$ cat src/design/sph_pkg.sv
// ----------------------------------------------------------------------------
// sph_pkg: shared types, constants and wide multiply helper
// Request/response structs, wide word sizing and the limb multiplier split.
// ----------------------------------------------------------------------------
`timescale 1ns / 1ps
`default_nettype none

package sph_pkg;

  localparam int FRAC_BITS = 16;
  localparam int HW        = 31;                  // radius width
  localparam int NLANE     = 3;
  localparam int NSTEP     = 3;                   // numerator multiply steps
  localparam int DIV_STEPS = 33;                  // quotient bits incl. overflow
  localparam int DIV_LAT   = DIV_STEPS + 2;

  // numerator bound: 45 * |d| * u^3 << (frac*7+60), denominator r*pi*h^6
  localparam int NW = 6 + 32 + 3 * HW + 7 * FRAC_BITS + 60;
  localparam int DW = HW + 62 + 6 * HW;
  localparam int DQ = DW + DIV_STEPS;
  localparam int RW = (NW > DQ) ? NW : DQ;
  localparam int NL = (RW + 31) / 32;
  localparam int WW = NL * 32;

  localparam int SH0 = FRAC_BITS * 7 + 60;
  localparam int SH2 = FRAC_BITS * 5 + 60;
  localparam int SH3 = FRAC_BITS * 4 + 60;

  localparam logic [HW-1:0] RADIUS_RST = HW'(65536);
  localparam logic [63:0]   PI_Q60     = 64'h3243_F6A8_885A_308D;
  localparam logic [5:0]    K_VALUE    = 6'd15;
  localparam logic [5:0]    K_DERIV    = 6'd45;
  localparam logic [31:0]   SAT_POS    = 32'h7FFF_FFFF;
  localparam logic [31:0]   SAT_NEG    = 32'h8000_0000;

  typedef enum logic [1:0] {
    OP_VALUE = 2'd0,
    OP_GRAD  = 2'd1,
    OP_LAP   = 2'd2
  } op_e;

  typedef logic [WW-1:0] wide_t;

  localparam wide_t PI_W = wide_t'(PI_Q60);

  typedef struct packed {
    logic [1:0]         opcode;
    logic signed [31:0] src_x;
    logic signed [31:0] src_y;
    logic signed [31:0] src_z;
    logic signed [31:0] dst_x;
    logic signed [31:0] dst_y;
    logic signed [31:0] dst_z;
  } req_t;

  typedef struct packed {
    logic signed [31:0] out_x;
    logic signed [31:0] out_y;
    logic signed [31:0] out_z;
  } rsp_t;

  // classified request, front to back
  typedef struct packed {
    logic [1:0]              npow;
    logic                    k45;
    logic                    flip;
    logic                    zero;
    logic [NLANE-1:0]        neg;
    logic [NLANE-1:0][HW-1:0] mag;
  } item_t;

  typedef struct packed {
    wide_t ev;
    wide_t od;
  } wpart_t;

  // limb products of a * b; even and odd limbs never overlap, so one add
  // of the two words finishes the product
  function automatic wpart_t wmul_split(input wide_t a, input logic [31:0] b);
    logic [WW+63:0] ev;
    logic [WW+63:0] od;
    logic [63:0]    p;
    wpart_t         r;
    ev = '0;
    od = '0;
    for (int k = 0; k < NL; k++) begin
      p = a[32*k +: 32] * b;
      if ((k & 1) == 0) begin
        ev[32*k +: 64] = p;
      end else begin
        od[32*k +: 64] = p;
      end
    end
    r.ev = ev[WW-1:0];
    r.od = od[WW-1:0];
    return r;
  endfunction

endpackage

`default_nettype wire

$ cat src/design/sph_front.sv
// ----------------------------------------------------------------------------
// sph_front: request intake and classification
// Forms the differences and magnitudes, range checks them and decodes the op.
// ----------------------------------------------------------------------------
`timescale 1ns / 1ps
`default_nettype none

module sph_front (
  input  logic                       clk_i,
  input  logic                       rst_ni,
  input  logic [sph_pkg::HW-1:0]     radius_i,
  input  logic                       start_i,
  input  sph_pkg::req_t              req_i,
  input  logic                       q_full_i,
  output logic                       busy_o,
  output logic                       push_o,
  output sph_pkg::item_t             item_o
);

  logic           vld_q;
  sph_pkg::item_t item_q;
  sph_pkg::item_t item_d;
  logic           accept;

  logic signed [31:0] src [sph_pkg::NLANE];
  logic signed [31:0] dst [sph_pkg::NLANE];

  assign src[0] = req_i.src_x;
  assign src[1] = req_i.src_y;
  assign src[2] = req_i.src_z;
  assign dst[0] = req_i.dst_x;
  assign dst[1] = req_i.dst_y;
  assign dst[2] = req_i.dst_z;

  assign busy_o = vld_q && q_full_i;
  assign push_o = vld_q && !q_full_i;
  assign accept = start_i && !busy_o;
  assign item_o = item_q;

  always_comb begin
    logic [32:0] d;
    logic [32:0] a;
    logic        far;
    item_d = '0;
    far    = 1'b0;
    for (int c = 0; c < sph_pkg::NLANE; c++) begin
      d = {src[c][31], src[c]} - {dst[c][31], dst[c]};
      a = d[32] ? (~d + 33'd1) : d;
      item_d.neg[c] = d[32];
      item_d.mag[c] = a[sph_pkg::HW-1:0];
      if (a > 33'(radius_i)) begin
        far = 1'b1;
      end
    end
    case (sph_pkg::op_e'(req_i.opcode))
      sph_pkg::OP_VALUE: begin
        item_d.npow = 2'd3;
        item_d.k45  = 1'b0;
        item_d.flip = 1'b0;
        item_d.zero = far;
      end
      sph_pkg::OP_GRAD: begin
        item_d.npow = 2'd2;
        item_d.k45  = 1'b1;
        item_d.flip = 1'b1;
        item_d.zero = far;
      end
      sph_pkg::OP_LAP: begin
        item_d.npow = 2'd0;
        item_d.k45  = 1'b1;
        item_d.flip = 1'b0;
        item_d.zero = far;
      end
      default: begin
        item_d.zero = 1'b1;
      end
    endcase
  end

  always_ff @(posedge clk_i or negedge rst_ni) begin
    if (!rst_ni) begin
      vld_q <= 1'b0;
    end else if (accept) begin
      vld_q <= 1'b1;
    end else if (push_o) begin
      vld_q <= 1'b0;
    end
  end

  always_ff @(posedge clk_i) begin
    if (accept) begin
      item_q <= item_d;
    end
  end

endmodule

`default_nettype wire

$ cat config.mk
export PLATFORM = sky130hd
export DESIGN_NAME = sph_front
export DESIGN_NICKNAME = d
export VERILOG_FILES = /design/src/design/sph_pkg.sv /design/src/design/sph_front.sv
export SDC_FILE = /design/constraint.sdc
export NUM_CORES = 1
export LEC_CHECK = 0
export ABC_AREA = 0
export BUFFER_PORTS_ARGS = -buffer_cell sky130_fd_sc_hd__buf_2
export CAP_MARGIN = 10
export CORE_MARGIN = 2
export CORE_UTILIZATION = 55
export DETAILED_ROUTE_END_ITERATION = 8
export HOLD_SLACK_MARGIN = 0.05
export PLACE_DENSITY_LB_ADDON = 0.15
export SYNTH_ARGS = -nofsm -noshare
export SYNTH_HDL_FRONTEND = slang
export SYNTH_SLANG_ARGS = --single-unit
$ cat constraint.sdc
create_clock -name clk_i -period 7.07 [get_ports clk_i]
set_input_delay 0.707 -clock clk_i [delete_from_list [all_inputs] [get_ports clk_i]]
set_output_delay 0.707 -clock clk_i [all_outputs]
set_load 0.01 [all_outputs]
==> run_results.csv <==
group,metric,value,unit
global_routing,grt_pass1_vias,12800,
placement,place_hpwl,35900,um
critical_path,cp-end-kind,"register",
die,die_h,163,um
pwr,p_per_area,199,mW/mm^2
timing,setup_viol,0,
route,firstDrtPassIters,5,
route,met2_length,19600,um
critical_path,critPathRequiredTime,7.18,ns
route,m1WireLength,19000,um
route,drt_iter0_drc,1307,
pwr,p_leak,7.61,nW
synthesis,netlist_area,0.0140,mm^2
cts,htree_levels,3,
synthesis,yosysWarnings,0,
synthesis,syn_nets,2133,
route,wirelength,43000,um
cts,cts_hold_buf,0,
placement,gp_congestion,1.00,
cts,clk_latency,0.36,ns
route,ant_nets,0,
die,core_area,0.0250,mm^2
timing,period_needed,6.57,ns
cts,numCtsBuffers,9,
synthesis,seq_area_frac_synth,21.9,%
cts,cts_tree,"built",
min_path,hold_class,"primary input to asynchronous set/reset pin",
placement,numPortBuffers,331,
critical_path,worst-r2r-cell-count,4,
timing,skew,0.00931,ns
route,via_per_inst,6.00,
pwr,total_power,3.22,mW
critical_path,worstPathArrival,6.68,ns
cts,clock_path_buffers,2,
synthesis,syn_area_per_cell,8.19,um^2
cts,cts_resized,0,
timing,max_slew_margin,35.5,%
die,pin_count,332,
synthesis,async_flop_share,0.980,%
route,wl_per_cell,18.4,um
timing,max_clock_freq,152,MHz
timing,rsz0062_at_grt,"no",
finish,fin_area,0.0162,mm^2
global_routing,track_usage,31.2,%
timing,worst_hold_slack,0.100,ns
run_status,status,"finished, final reports clean",
die,fp.dieArea,0.0267,mm^2
global_routing,grt_max_degree,46,
global_routing,antenna_found_initial,0,
timing,setup_tns,0,ns
cts,post_cts_buffers,0,
die,die_w,163,um
critical_path,cp-start-kind,"primary input",
synthesis,ys_ff_latch,102,
finish,antenna_cells,0,
critical_path,criticalPathCategory,"primary input to register",
global_routing,gr-total-overflow,0,
run,drv_cap,0,
finish,area_delta_synth_final,16.1,%
critical_path,crit_fanout,7,
timing,final_max_slew_viol_count,0,
route,highest_layer,"met4",
route,num_vias,14000,
timing,worstMarginPinSlew,0.943,ns
finish,drive_gt1_share,20.2,%
synthesis,synth_ff_type,"edfxtp_1",
synthesis,syn_inst,1704,
synthesis,synth_edf_count,101,
die,rows,58,
cts,cts_num_sinks,102,
cts,clk_pin_slew_worst_paths,0.08,ns
synthesis,post_synth_num_cell_types,86,
route,drcViolationCount,0,
die,floorplan.initialDensity,55.7,%
timing,fin_crit_sh,93.0,%
timing,hold_viol_final,0,
placement,dpl_cell_area,0.0159,mm^2
pwr,irDropWorstVdd,0.139,mV
global_routing,grt_first_pass_wirelength,66200,um
cts,cts_root_buf,"clkbuf_16",
finish,nets,2433,
route,wl_met3,3410,um
-- logic make-up (layout without fill, tap and decap cells) --
group,after synthesis,after routing,share of synthesized area [%]
adder cells (fa/ha/maj),200,200,18.1
flip-flops,102,102,21.9
AND/OR/NAND/NOR,509,509,19.3
XOR/XNOR,158,158,9.92
multiplexers,8,8,0.610
AO/OA/AOI/OAI,511,511,24.1
buffers and inverters,216,521,6.06
-- cell usage after synthesis (6+ instances only) --
cell,instances,area share (%)
xnor2_1,99,6.2
a2111oi_0,9,0.56
o221ai_1,6,0.38
and2_1,17,0.76
nand2_1,114,3.1
nor3_1,35,1.3
nor2b_1,22,0.99
nor4_1,18,0.81
o211a_1,6,0.43
nand4_1,48,2.2
edfxtp_1,101,22
o31ai_1,16,0.86
a211o_1,8,0.50
nand3_1,37,1.3
a211oi_1,13,0.70
o21ai_0,103,3.7
or4_1,9,0.48
ha_1,197,18
or2_2,13,0.58
xor2_1,59,3.7
o21a_1,26,1.4
inv_1,157,4.2
a21o_1,68,3.7
o2111ai_1,12,0.75
or3_1,26,1.2
and3_1,13,0.58
a21boi_0,6,0.32
nor2_1,106,2.9
a31oi_1,16,0.72
clkbuf_1,51,1.4
o21bai_1,12,0.65
nand2b_1,12,0.54
a21oi_1,143,5.1
o211ai_1,19,1.0
-- power by group --
group          total (mW)  switching [mW]  leakage (nW)  internal, mW
clock network       0.508           0.258         0.145         0.251
logic                1.84            1.09          6.49         0.743
registers           0.872          0.0508         0.972         0.821
-- stage by stage --
step           setup slack, ns  utilization [%]  instances
3_3_place_gp             0.321             63.5       2323
4_1_cts                  0.543             64.7       2339
6_report                 0.496             64.7       2339
5_1_grt                  0.128             64.7       2339
3_5_place_dp             0.178             63.5       2323
2_1_floorplan            0.713                -       1704
-- layout make-up --
type | instances | area (um^2)
tap | 330 | 413
timing repair buffer | 348 | 1780
clock buffer | 9 | 225
fill | 2253 | 8840
sequential | 102 | 3060
clock inverter | 7 | 71.3
inverter | 157 | 589
multi-input combinational | 1386 | 10100
-- critical path: stages --
cell and delay (ns):
buf_2 0.10, inv_1 0.05, ha_1 0.15, inv_1 0.06, fa_1 0.40, a21o_1 0.21, and4_1 0.24, o31ai_1 0.36
nand2_1 0.16, xor2_1 0.16, or4_1 0.58, or4_1 0.59, or3_1 0.38, o21ai_0 0.24, xnor2_1 0.17, ha_1 0.28
a21o_1 0.16, a21o_1 0.17, a21oi_1 0.13, o21ai_0 0.10, a221oi_1 0.24, o211ai_1 0.13, a21oi_1 0.19, o211ai_1 0.15
a311o_1 0.29, a2111o_1 0.27
-- layout by cell type, fill, tap and decap left out, types with 35 or more instances in the layout --
cell | netlist | layout
nand4_1 | 48 | 48
inv_1 | 157 | 157
nor2_1 | 106 | 106
nand3_1 | 37 | 37
nand2_1 | 114 | 114
edfxtp_1 | 101 | 101
nor3_1 | 35 | 35
xnor2_1 | 99 | 99
ha_1 | 197 | 197
xor2_1 | 59 | 59
a21o_1 | 68 | 68
o21ai_0 | 103 | 102
a21oi_1 | 143 | 143
buf_2 | 2 | 331
-- final timing paths --
check	start	to	slack [ns]
min	rst_ni	vld_q$_DFFE_PN0P_	0.10
max in group asynchronous	rst_ni	vld_q$_DFFE_PN0P_	6.89
max reg2reg	vld_q$_DFFE_PN0P_	item_o[28]$_DFFE_PP_	4.45
max	req_i[160]	item_o[96]$_SDFFCE_PP1P_	0.50
min in group clk_i	start_i	vld_q$_DFFE_PN0P_	0.56
min reg2reg	vld_q$_DFFE_PN0P_	vld_q$_DFFE_PN0P_	0.70
-- flip-flops by register name, summed over array words and instances (netlist names) --
signal  count
item_o    101
vld_q       1
-- layer usage --
| metal | global-route usage, % | up-vias |
|---|---|---|
| met1 | 43.0 | 6480 |
| met2 | 51.8 | 601 |
| met3 | 3.71 | 53 |
| met4 | 8.21 | 0 |
| li1 | - | 6904 |
| met5 | 0 | - |
Power figures use the tool's default switching activity.
