[src/design/sph_pkg.sv]
// ----------------------------------------------------------------------------
// sph_pkg: shared types, constants and wide multiply helper
// Request/response structs, wide word sizing and the limb multiplier split.
// ----------------------------------------------------------------------------
`timescale 1ns / 1ps
`default_nettype none

package sph_pkg;

  localparam int FRAC_BITS = 16;
  localparam int HW        = 31;                  // radius width
  localparam int NLANE     = 3;
  localparam int NSTEP     = 3;                   // numerator multiply steps
  localparam int DIV_STEPS = 33;                  // quotient bits incl. overflow
  localparam int DIV_LAT   = DIV_STEPS + 2;

  // numerator bound: 45 * |d| * u^3 << (frac*7+60), denominator r*pi*h^6
  localparam int NW = 6 + 32 + 3 * HW + 7 * FRAC_BITS + 60;
  localparam int DW = HW + 62 + 6 * HW;
  localparam int DQ = DW + DIV_STEPS;
  localparam int RW = (NW > DQ) ? NW : DQ;
  localparam int NL = (RW + 31) / 32;
  localparam int WW = NL * 32;

  localparam int SH0 = FRAC_BITS * 7 + 60;
  localparam int SH2 = FRAC_BITS * 5 + 60;
  localparam int SH3 = FRAC_BITS * 4 + 60;

  localparam logic [HW-1:0] RADIUS_RST = HW'(65536);
  localparam logic [63:0]   PI_Q60     = 64'h3243_F6A8_885A_308D;
  localparam logic [5:0]    K_VALUE    = 6'd15;
  localparam logic [5:0]    K_DERIV    = 6'd45;
  localparam logic [31:0]   SAT_POS    = 32'h7FFF_FFFF;
  localparam logic [31:0]   SAT_NEG    = 32'h8000_0000;

  typedef enum logic [1:0] {
    OP_VALUE = 2'd0,
    OP_GRAD  = 2'd1,
    OP_LAP   = 2'd2
  } op_e;

  typedef logic [WW-1:0] wide_t;

  localparam wide_t PI_W = wide_t'(PI_Q60);

  typedef struct packed {
    logic [1:0]         opcode;
    logic signed [31:0] src_x;
    logic signed [31:0] src_y;
    logic signed [31:0] src_z;
    logic signed [31:0] dst_x;
    logic signed [31:0] dst_y;
    logic signed [31:0] dst_z;
  } req_t;

  typedef struct packed {
    logic signed [31:0] out_x;
    logic signed [31:0] out_y;
    logic signed [31:0] out_z;
  } rsp_t;

  // classified request, front to back
  typedef struct packed {
    logic [1:0]              npow;
    logic                    k45;
    logic                    flip;
    logic                    zero;
    logic [NLANE-1:0]        neg;
    logic [NLANE-1:0][HW-1:0] mag;
  } item_t;

  typedef struct packed {
    wide_t ev;
    wide_t od;
  } wpart_t;

  // limb products of a * b; even and odd limbs never overlap, so one add
  // of the two words finishes the product
  function automatic wpart_t wmul_split(input wide_t a, input logic [31:0] b);
    logic [WW+63:0] ev;
    logic [WW+63:0] od;
    logic [63:0]    p;
    wpart_t         r;
    ev = '0;
    od = '0;
    for (int k = 0; k < NL; k++) begin
      p = a[32*k +: 32] * b;
      if ((k & 1) == 0) begin
        ev[32*k +: 64] = p;
      end else begin
        od[32*k +: 64] = p;
      end
    end
    r.ev = ev[WW-1:0];
    r.od = od[WW-1:0];
    return r;
  endfunction

endpackage

`default_nettype wire

[src/design/sph_queue.sv]
// ----------------------------------------------------------------------------
// sph_queue: two-entry queue between front and back
// The back drains one entry per cycle whenever one is present.
// ----------------------------------------------------------------------------
`timescale 1ns / 1ps
`default_nettype none

module sph_queue (
  input  logic           clk_i,
  input  logic           rst_ni,
  input  logic           push_i,
  input  sph_pkg::item_t item_i,
  output logic           full_o,
  output logic           valid_o,
  output sph_pkg::item_t item_o
);

  sph_pkg::item_t mem_q [2];
  logic           wp_q;
  logic           rp_q;
  logic [1:0]     cnt_q;
  logic [1:0]     cnt_d;
  logic           pop;

  assign valid_o = (cnt_q != 2'd0);
  assign full_o  = (cnt_q == 2'd2);
  assign pop     = valid_o;
  assign item_o  = mem_q[rp_q];

  always_comb begin
    case ({push_i, pop})
      2'b10:   cnt_d = cnt_q + 2'd1;
      2'b01:   cnt_d = cnt_q - 2'd1;
      default: cnt_d = cnt_q;
    endcase
  end

  always_ff @(posedge clk_i or negedge rst_ni) begin
    if (!rst_ni) begin
      cnt_q <= 2'd0;
      wp_q  <= 1'b0;
      rp_q  <= 1'b0;
    end else begin
      cnt_q <= cnt_d;
      if (push_i) begin
        wp_q <= ~wp_q;
      end
      if (pop) begin
        rp_q <= ~rp_q;
      end
    end
  end

  always_ff @(posedge clk_i) begin
    if (push_i) begin
      mem_q[wp_q] <= item_i;
    end
  end

endmodule

`default_nettype wire

[config.mk]
export PLATFORM = sky130hd
export DESIGN_NAME = sph_queue
export DESIGN_NICKNAME = d
export VERILOG_FILES = /design/src/design/sph_pkg.sv /design/src/design/sph_queue.sv
export SDC_FILE = /design/constraint.sdc
export NUM_CORES = 1
export LEC_CHECK = 0
export ABC_AREA = 1
export CAP_MARGIN = 20
export CORE_MARGIN = 4
export CORE_UTILIZATION = 35
export CTS_BUF_LIST = sky130_fd_sc_hd__clkbuf_4 sky130_fd_sc_hd__clkbuf_8 sky130_fd_sc_hd__clkbuf_16
export DETAILED_ROUTE_END_ITERATION = 12
export DONT_BUFFER_PORTS = 1
export GPL_ROUTABILITY_DRIVEN = 0
export PLACE_DENSITY = 0.51
export REMOVE_ABC_BUFFERS = 1
export SLEW_MARGIN = 20
export SYNTH_ARGS = -nofsm -noshare
export SYNTH_HDL_FRONTEND = slang
export SYNTH_SLANG_ARGS = --single-unit
[constraint.sdc]
create_clock -name clk_i -period 7.9 [get_ports clk_i]
set_input_delay 0.395 -clock clk_i [delete_from_list [all_inputs] [get_ports clk_i]]
set_output_delay 0.395 -clock clk_i [all_outputs]
set_load 0.02 [all_outputs]
==> reports/summary.md, run 1 <==
The post-synthesis share of cell area spent on and, or, nand and nor gates was 15.6%; the area of the die was 0.0241 mm². The post-route fraction of the period consumed by the critical path works out to 39.2%. Setup violations remaining at the end of the flow were counted as 0. The netlist uses 15 different library cells. The flow ran to the end, and the final reports show no timing, DRC or antenna violations. Height of the chip: 155 µm.

In this run the static leakage power is 0.00373 µW. For this run, design rule violations remaining after detail routing come to 0. Data arrives at the worst endpoint at 2700 ps.

STA classifies the critical path endpoint as a primary output. The adder-cell share of the synthesized area was 0.165%; the met2 usage was 22.1%. The die is 155 µm wide.

The detailed-routing iteration count for the pre-antenna-repair pass came out at 5. The count of cell instances traversed by the critical path came out at 4. In the layout the commonest cells are sky130_fd_sc_hd__nand2_1, sky130_fd_sc_hd__edfxtp_1, sky130_fd_sc_hd__dlygate4sd3_1. The synthesized netlist devotes 0% of its cell area to compound gates.

The clock drives 206 sinks. For the worst flop-to-flop path, the logic depth is 3. Across the VDD grid, the largest voltage drop is 0.224 mV. In the final routed layout, each cell accounts on average for 16.4 µm. For this run, global-route usage on met1 was measured as 14.3%. The tree is rooted in a sky130_fd_sc_hd__clkbuf_16. The register clock-pin slew on the reported worst setup and hold paths works out to 60 ps. The total overflow left after global routing is 0. The first global-routing pass estimated 24200 µm of wire.

The critical path in this run is classified as reg2out. The count of state elements after synthesis works out to 206. The global routing stage identified its most utilized layer as met2.

The longest clock path from root to sink contains 3 buffers. In this run the worst setup path terminates at item_o[28]. Across the run, the number of max-cap violations was 0.

The total power density per cell area was 376 mW/mm²; the total of buffers placed on input and output ports was 0. For this run, the number of Yosys warnings is 0. The destination of the worst register-to-register timing path was mem_q[1][87]. In this run the critical register-to-register path is launched from wp_q.

The routed via count divided by cell count came out at 4.49. Tracing the worst setup path back leads to its startpoint at rp_q. At the pin with the least slew margin, the transition time is 815 ps. Buffers inserted during clock tree synthesis total 22. The number of hold violations in the final report is 0. The smallest clock period supported by the final layout is computed as 3100 ps. Among the stages of the critical path, the cell type that occurs most often is sky130_fd_sc_hd__nand2_1. The wire-length estimate of the detail-placed layout is 9590 µm. The number of nets in the finished design was 768.

In this run the post-CTS setup repair buffer count came out at 0. Ratio of cells with drive above 1 in the final layout: 6.33%. The row count is 53. The top cell family by delay on the critical path was buffers and inverters. The overall power of the completed layout was 3610 µW; the global-route usage over all layers was 12.6%.

Once detail routing completed, the nets flagged for antenna violations numbered 0. The tools report the count of pins over their slew limit as 0. The number of buffers and inverters on the critical path is 2.

The clock latency of the later-clocked register in the worst-skew pair was 490 ps. Measured against its own limit, the worst slew margin works out to 45.6%. The average footprint of a synthesized cell is 13.7 µm².

The number of design-rule violations left by the first detailed-router iteration came out at 166. Setup repair after global routing left no endpoint under its margin. Maximum fanout encountered on the critical timing path: 67.

STA puts the critical path data required time at 7510 ps. Main combinational cell family by area after synthesis: simple AND/OR/NAND/NOR gates. Adding up every negative setup slack in the final design gives 0 ps. Leaving out fill and tap cells, the most frequent cell in the layout is sky130_fd_sc_hd__nand2_1. The area of the core region was 0.0212 mm²; the total number of H-tree levels was 1. Multiplexer cells account for 0% of the synthesized area. TritonCTS built the clock tree.

Walking the worst path, the cells encountered are clkinv_2 > buf_4 > nand2_1 > nand2_1. Clock skew on the completed layout was measured at 7.95 ps. Counting every instance in the synthesized netlist gives 553. The synthesized netlist occupies a cell area of 0.00758 mm². The detailed-route wire length is 15700 µm, and the synthesis-to-layout area growth is 26.6%. Entering global routing, the biggest net connects 71 pins. The path class of the tightest hold or removal check is in2async. After filler insertion, the fill cell instance count of the layout stands at 1886. The slowest stage of the critical path belongs to the cell sky130_fd_sc_hd__dfrtp_4. The initial core utilization was 35.8%; the flop-to-flop setup slack was 5750 ps.

The worst setup path is launched from a flop. The initial antenna violation count is 3, and the XOR/XNOR share of the synthesized area is 0.347%. The number of vias in the routed layout came out at 4300.

Counting tap cells, the placed design contains a total of 811 instances. Timing would allow up to 323 MHz. For met3 alone, demand over resource in global routing was 5.17%.

207 I/O pins were placed. The largest single stage delay on the critical path is 640 ps. The number of global-route vias before repair was 4459. The post-layout instance count excluding filler cells came out at 957. For this run, the register share of the synthesized area comes to 81.4%.
## power breakdown
group	switching [µW]	internal, µW	total (µW)	leakage (µW)
registers	78.5	1450	1530	0.00194
clock network	392	646	1040	0.000368
logic	856	183	1040	0.00142
total	1330	2280	3610	0.00373
## cell usage after synthesis
cell type                  instances  share of area [%]
sky130_fd_sc_hd__dfrtp_1           4                1.3
sky130_fd_sc_hd__nand3_1           1              0.066
sky130_fd_sc_hd__nand4_1           1              0.083
sky130_fd_sc_hd__xnor2_1           1               0.12
sky130_fd_sc_hd__ha_1              1               0.17
sky130_fd_sc_hd__clkbuf_1          1              0.049
sky130_fd_sc_hd__buf_2            11               0.73
sky130_fd_sc_hd__edfxtp_1        202                 80
sky130_fd_sc_hd__nand2_1         308                 15
sky130_fd_sc_hd__inv_2             2              0.099
sky130_fd_sc_hd__nor2_1            3               0.15
sky130_fd_sc_hd__xor2_1            2               0.23
sky130_fd_sc_hd__inv_1             6               0.30
sky130_fd_sc_hd__buf_4             2               0.20
sky130_fd_sc_hd__buf_6             8                1.2
## routing by layer
layer	up-vias	wire, µm	share of wire (%)
li1	2085	-	-
met2	148	7730	49
met3	23	1460	9.3
met5	-	0	0
met1	2044	6120	39
met4	0	383	2.4
## final cells by class
class / instances / area [µm²] / share of cell area [%]
Antenna cell: 3 / 7.51 / 0.0783
Inverter: 8 / 33.8 / 0.352
Timing Repair Buffer: 108 / 1070 / 11.1
Tap cell: 275 / 344 / 3.59
Multi-Input combinational cell: 317 / 1220 / 12.8
Sequential cell: 206 / 6170 / 64.3
Clock buffer: 28 / 613 / 6.39
Clock inverter: 12 / 130 / 1.36
## stage by stage
step | utilization (%) | hold slack (ps) | area, µm² | worst slack (ps)
global route | 45.3 | 178 | 9590 | 4600
finish | 45.3 | 186 | 9590 | 4800
floorplan | - | 99.4 | 7410 | 2650
global placement | 36.9 | 99.7 | 7810 | 5310
detailed placement | 36.9 | 99.7 | 7810 | 5260
CTS | 45.3 | 155 | 9580 | 4710
## kinds of logic (layout without fill, tap and decap cells)
| group | after synthesis | in the layout |
|---|---|---|
| xor gates and xnor gates | 3 | 3 |
| adders and majority gates | 1 | 1 |
| buffers and inverters | 30 | 156 |
| DFF | 206 | 206 |
| other | 0 | 3 |
| and+or+nand+nor | 313 | 313 |
## state kept, by name, summed over array words and instances, names as in the netlist
| signal | count |
|---|---|
| rp_q | 1 |
| wp_q | 1 |
| cnt_q | 2 |
| mem_q | 202 |
## worst min path at each step
| stage | slack [ps] | from | endpoint | cells after the start |
|---|---|---|---|---|
| finish | 190 | rst_ni | rp_q | 1 |
| global placement | 100 | rst_ni | wp_q | 0 |
| detailed placement | 100 | rst_ni | wp_q | 0 |
| floorplan | 100 | rst_ni | cnt_q[0] | 0 |
| CTS | 150 | rst_ni | rp_q | 1 |
| global route | 180 | rst_ni | rp_q | 1 |
## repair_timing
item	in CTS	in global routing
resized for setup	0	0
hold buffers	103	0
hold endpoints to repair	207	0
Note: power is estimated with default switching activity, not from simulation.
==> run 2, diff against run 1 <==
- clock period: 7.9 -> 3 ns (I/O delays scaled with it)
==> run 2 against run 1 <==
Effect of this change: first-iteration DRC count up 14%; register-to-register slack worse by 4400 ps; setup slack worse by 4100 ps; core utilization down 0.089 points.
==> reports/summary.md, run 2 (same netlist as run 1, synthesis figures left out) <==
The flow ran to the end, and the final reports show no timing, DRC or antenna violations. In the final routed layout, each cell accounts on average for 16.4 µm. For the count of pins over their slew limit, the log shows 0. The region available for standard cell placement spans 0.0212 mm². In this run the core area contains 53 standard-cell rows. The residual overflow from global routing was 0; the remaining max-slew budget at the tightest pin was 47.5%. After clock tree synthesis, the flow added hold-fix buffers numbering 104. The register with the most flip-flops in the layout has 202 of them. The total of buffers placed on input and output ports is 0.

STA classifies the critical path endpoint as a primary output. The switching share of power is 37.3%. Register ranked first by flip-flop count: mem_q. In this run the critical register-to-register path is launched from wp_q. Setup slack closes at 657 ps. Excluding fillers, the count of instances in the completed layout stands at 956.

Summed over all nets, the switching power comes to 3490 µW. The wire-length estimate of the detail-placed layout is 9790 µm. The data arrival time of the critical path was 2190 ps. The launch instance of the worst min-delay path is push_i.

No sink is reached through more buffers than the 3 on the longest clock path. The worst hold-check path type is in2reg. The tools report the overall power of the completed layout as 9350 µW. TritonCTS built the clock tree. For this run, the detailed router's first-pass iteration total came to 4. The post-CTS setup buffer count is 0, and the number of placed cells counting well taps is 814. The worst path uses 78.1% of the clock period.

The setup path with the least slack is of type reg2out. During I/O placement, the number of pins put on the boundary was 207. Hold timing on the final database bottoms out at a slack of 55.4 ps.

Global routing used 12.7% of the available tracks. The die is 155 µm tall. In this run the clock root is driven by a sky130_fd_sc_hd__clkbuf_16. The area growth from synthesis to layout is 26.3%. 0 antenna diodes ended up in the layout. The largest registers in the layout are mem_q x202, cnt_q x2. Summed over all cells, the static leakage comes to 0.00373 µW. Final critical-path required period: 2340 ps. The detail route stage leaves a number of antenna-violating nets equal to 0. The total number of H-tree levels was 1. For the post-route setup TNS, the log shows 0 ps. Of the cells placed in the final design, the portion with a size suffix greater than 1 is 6.61%. After detailed routing, the number of vias per cell comes to 4.59. Counting the fill cells in the layout gives 1913. Once the floorplan was initialized, standard cells occupied 35.8% of the core. The die width was 155 µm; the worst voltage drop across the vdd grid was 0.575 mV.

The number of hold violations in the final report came out at 0. The setup-violating endpoint count in the final report was 0; the register clock-pin slew on the reported worst setup and hold paths was 60 ps. Per report_power, the clock group accounts for 27.2% of the total. Cell internal power was estimated by the tool at 5870 µW. The number of resized instances in the post-cts repair step came out at 0.

Clock latency on the worst-skew pair, taken at its later pin, is 490 ps. The share of power burned in registers was 43.4%. Timing analysis after detailed placement gives a worst setup slack of 1130 ps.

The worst setup path is launched from a flop. For the number of max-capacitance violations reported, the log shows 0. The routed layout has 4387 vias.

The number of global-route vias before repair is 4656, and the number of nets in the finished design is 772. At the pin with the least slew margin, the transition time is 788 ps. The tools report the number of design-rule violations left by the first detailed-router iteration as 189. Part of the power in combinational logic: 29.4%. Of all nets on the critical path, the largest fanout is 54. Dividing total power by cell area gives a power density of 977 mW/mm².

Setup repair after global routing left no endpoint under its margin. The timing startpoint of the critical path is rp_q. Clock skew on the completed layout was measured at 10.3 ps. The number of clock buffers added by TritonCTS is 22. Derived from the worst setup path, the maximum achievable clock frequency is 427 MHz.

The run gives 15700 µm as the detailed-route wire length. The run gives 24500 µm as the first-pass GRT wire length. The tools report the data required time at the worst endpoint as 2850 ps. In the layout the commonest cells are sky130_fd_sc_hd__nand2_1, sky130_fd_sc_hd__edfxtp_1, sky130_fd_sc_hd__dlygate4sd3_1. The die covers 0.0241 mm². Entering global routing, the biggest net connects 57 pins.

After detailed routing, the number of remaining DRC violations is 0. Initial antenna violation count: 0. The run gives 206 as the sink count of the clock tree. The commonest non-fill, non-tap cell in the layout is sky130_fd_sc_hd__nand2_1.
## run 2: changes by cell type in the layout (fill, tap and decap cells not counted), sizes merged
cell / previous run / this run
dlygate4sd3: 103 / 104
clkbuf: 28 / 29
buf: 5 / 8
inv: 8 / 7
bufinv: 3 / 1
diode: 3 / 0
## run 2: final cells by class
cell class | count | area, µm² | share of cell area, %
clock buffers | 29 | 621 | 6.48
clock inverters | 9 | 66.3 | 0.693
inverters | 8 | 33.8 | 0.353
multi-input cells | 317 | 1220 | 12.8
flip-flops and latches | 206 | 6170 | 64.4
well taps | 275 | 344 | 3.59
repair buffers | 112 | 1110 | 11.6
## run 2: metal layers
layer  GRT usage [%]  vias to the layer above  routed length [µm]
li1                -                     2093                   -
met1            14.5                     2082                5830
met2            22.2                      181                7930
met3            4.95                       31                1640
met4            3.53                        0                 296
met5               0                        -                   0
## run 2: worst paths after layout
check	endpoint	slack [ps]	depth (start not counted)
worst max-delay path	item_o[57]	660	4
worst min-delay path	cnt_q[0]	60	3
worst max register to register	mem_q[1][59]	1350	3
worst min register to register	cnt_q[1]	530	2
max in group asynchronous	rp_q	2300	2
min in group asynchronous	wp_q	490	2
## run 2: critical path: stages, from the launching register on
cell,delay (ps)
sky130_fd_sc_hd__dfrtp_4,690
sky130_fd_sc_hd__clkinv_2,110
sky130_fd_sc_hd__buf_4,470
sky130_fd_sc_hd__nand2_1,110
sky130_fd_sc_hd__nand2_1,270
## run 2: per-stage QoR
step,utilization (%),area [µm²]
floorplan,-,7410
global placement,37.1,7850
detailed placement,37.1,7850
CTS,45.3,9570
global route,45.3,9570
finish,45.3,9570
## run 2: power groups by stage
| stage | Sequential, µW | Clock [µW] | Combinational [µW] |
|---|---|---|---|
| floorplan | 4180 | 0 | 2040 |
| global placement | 4110 | 0 | 2650 |
| detailed placement | 4130 | 0 | 2690 |
| CTS | 4070 | 2630 | 2830 |
| global route | 4120 | 2780 | 3050 |
| finish | 4060 | 2550 | 2750 |
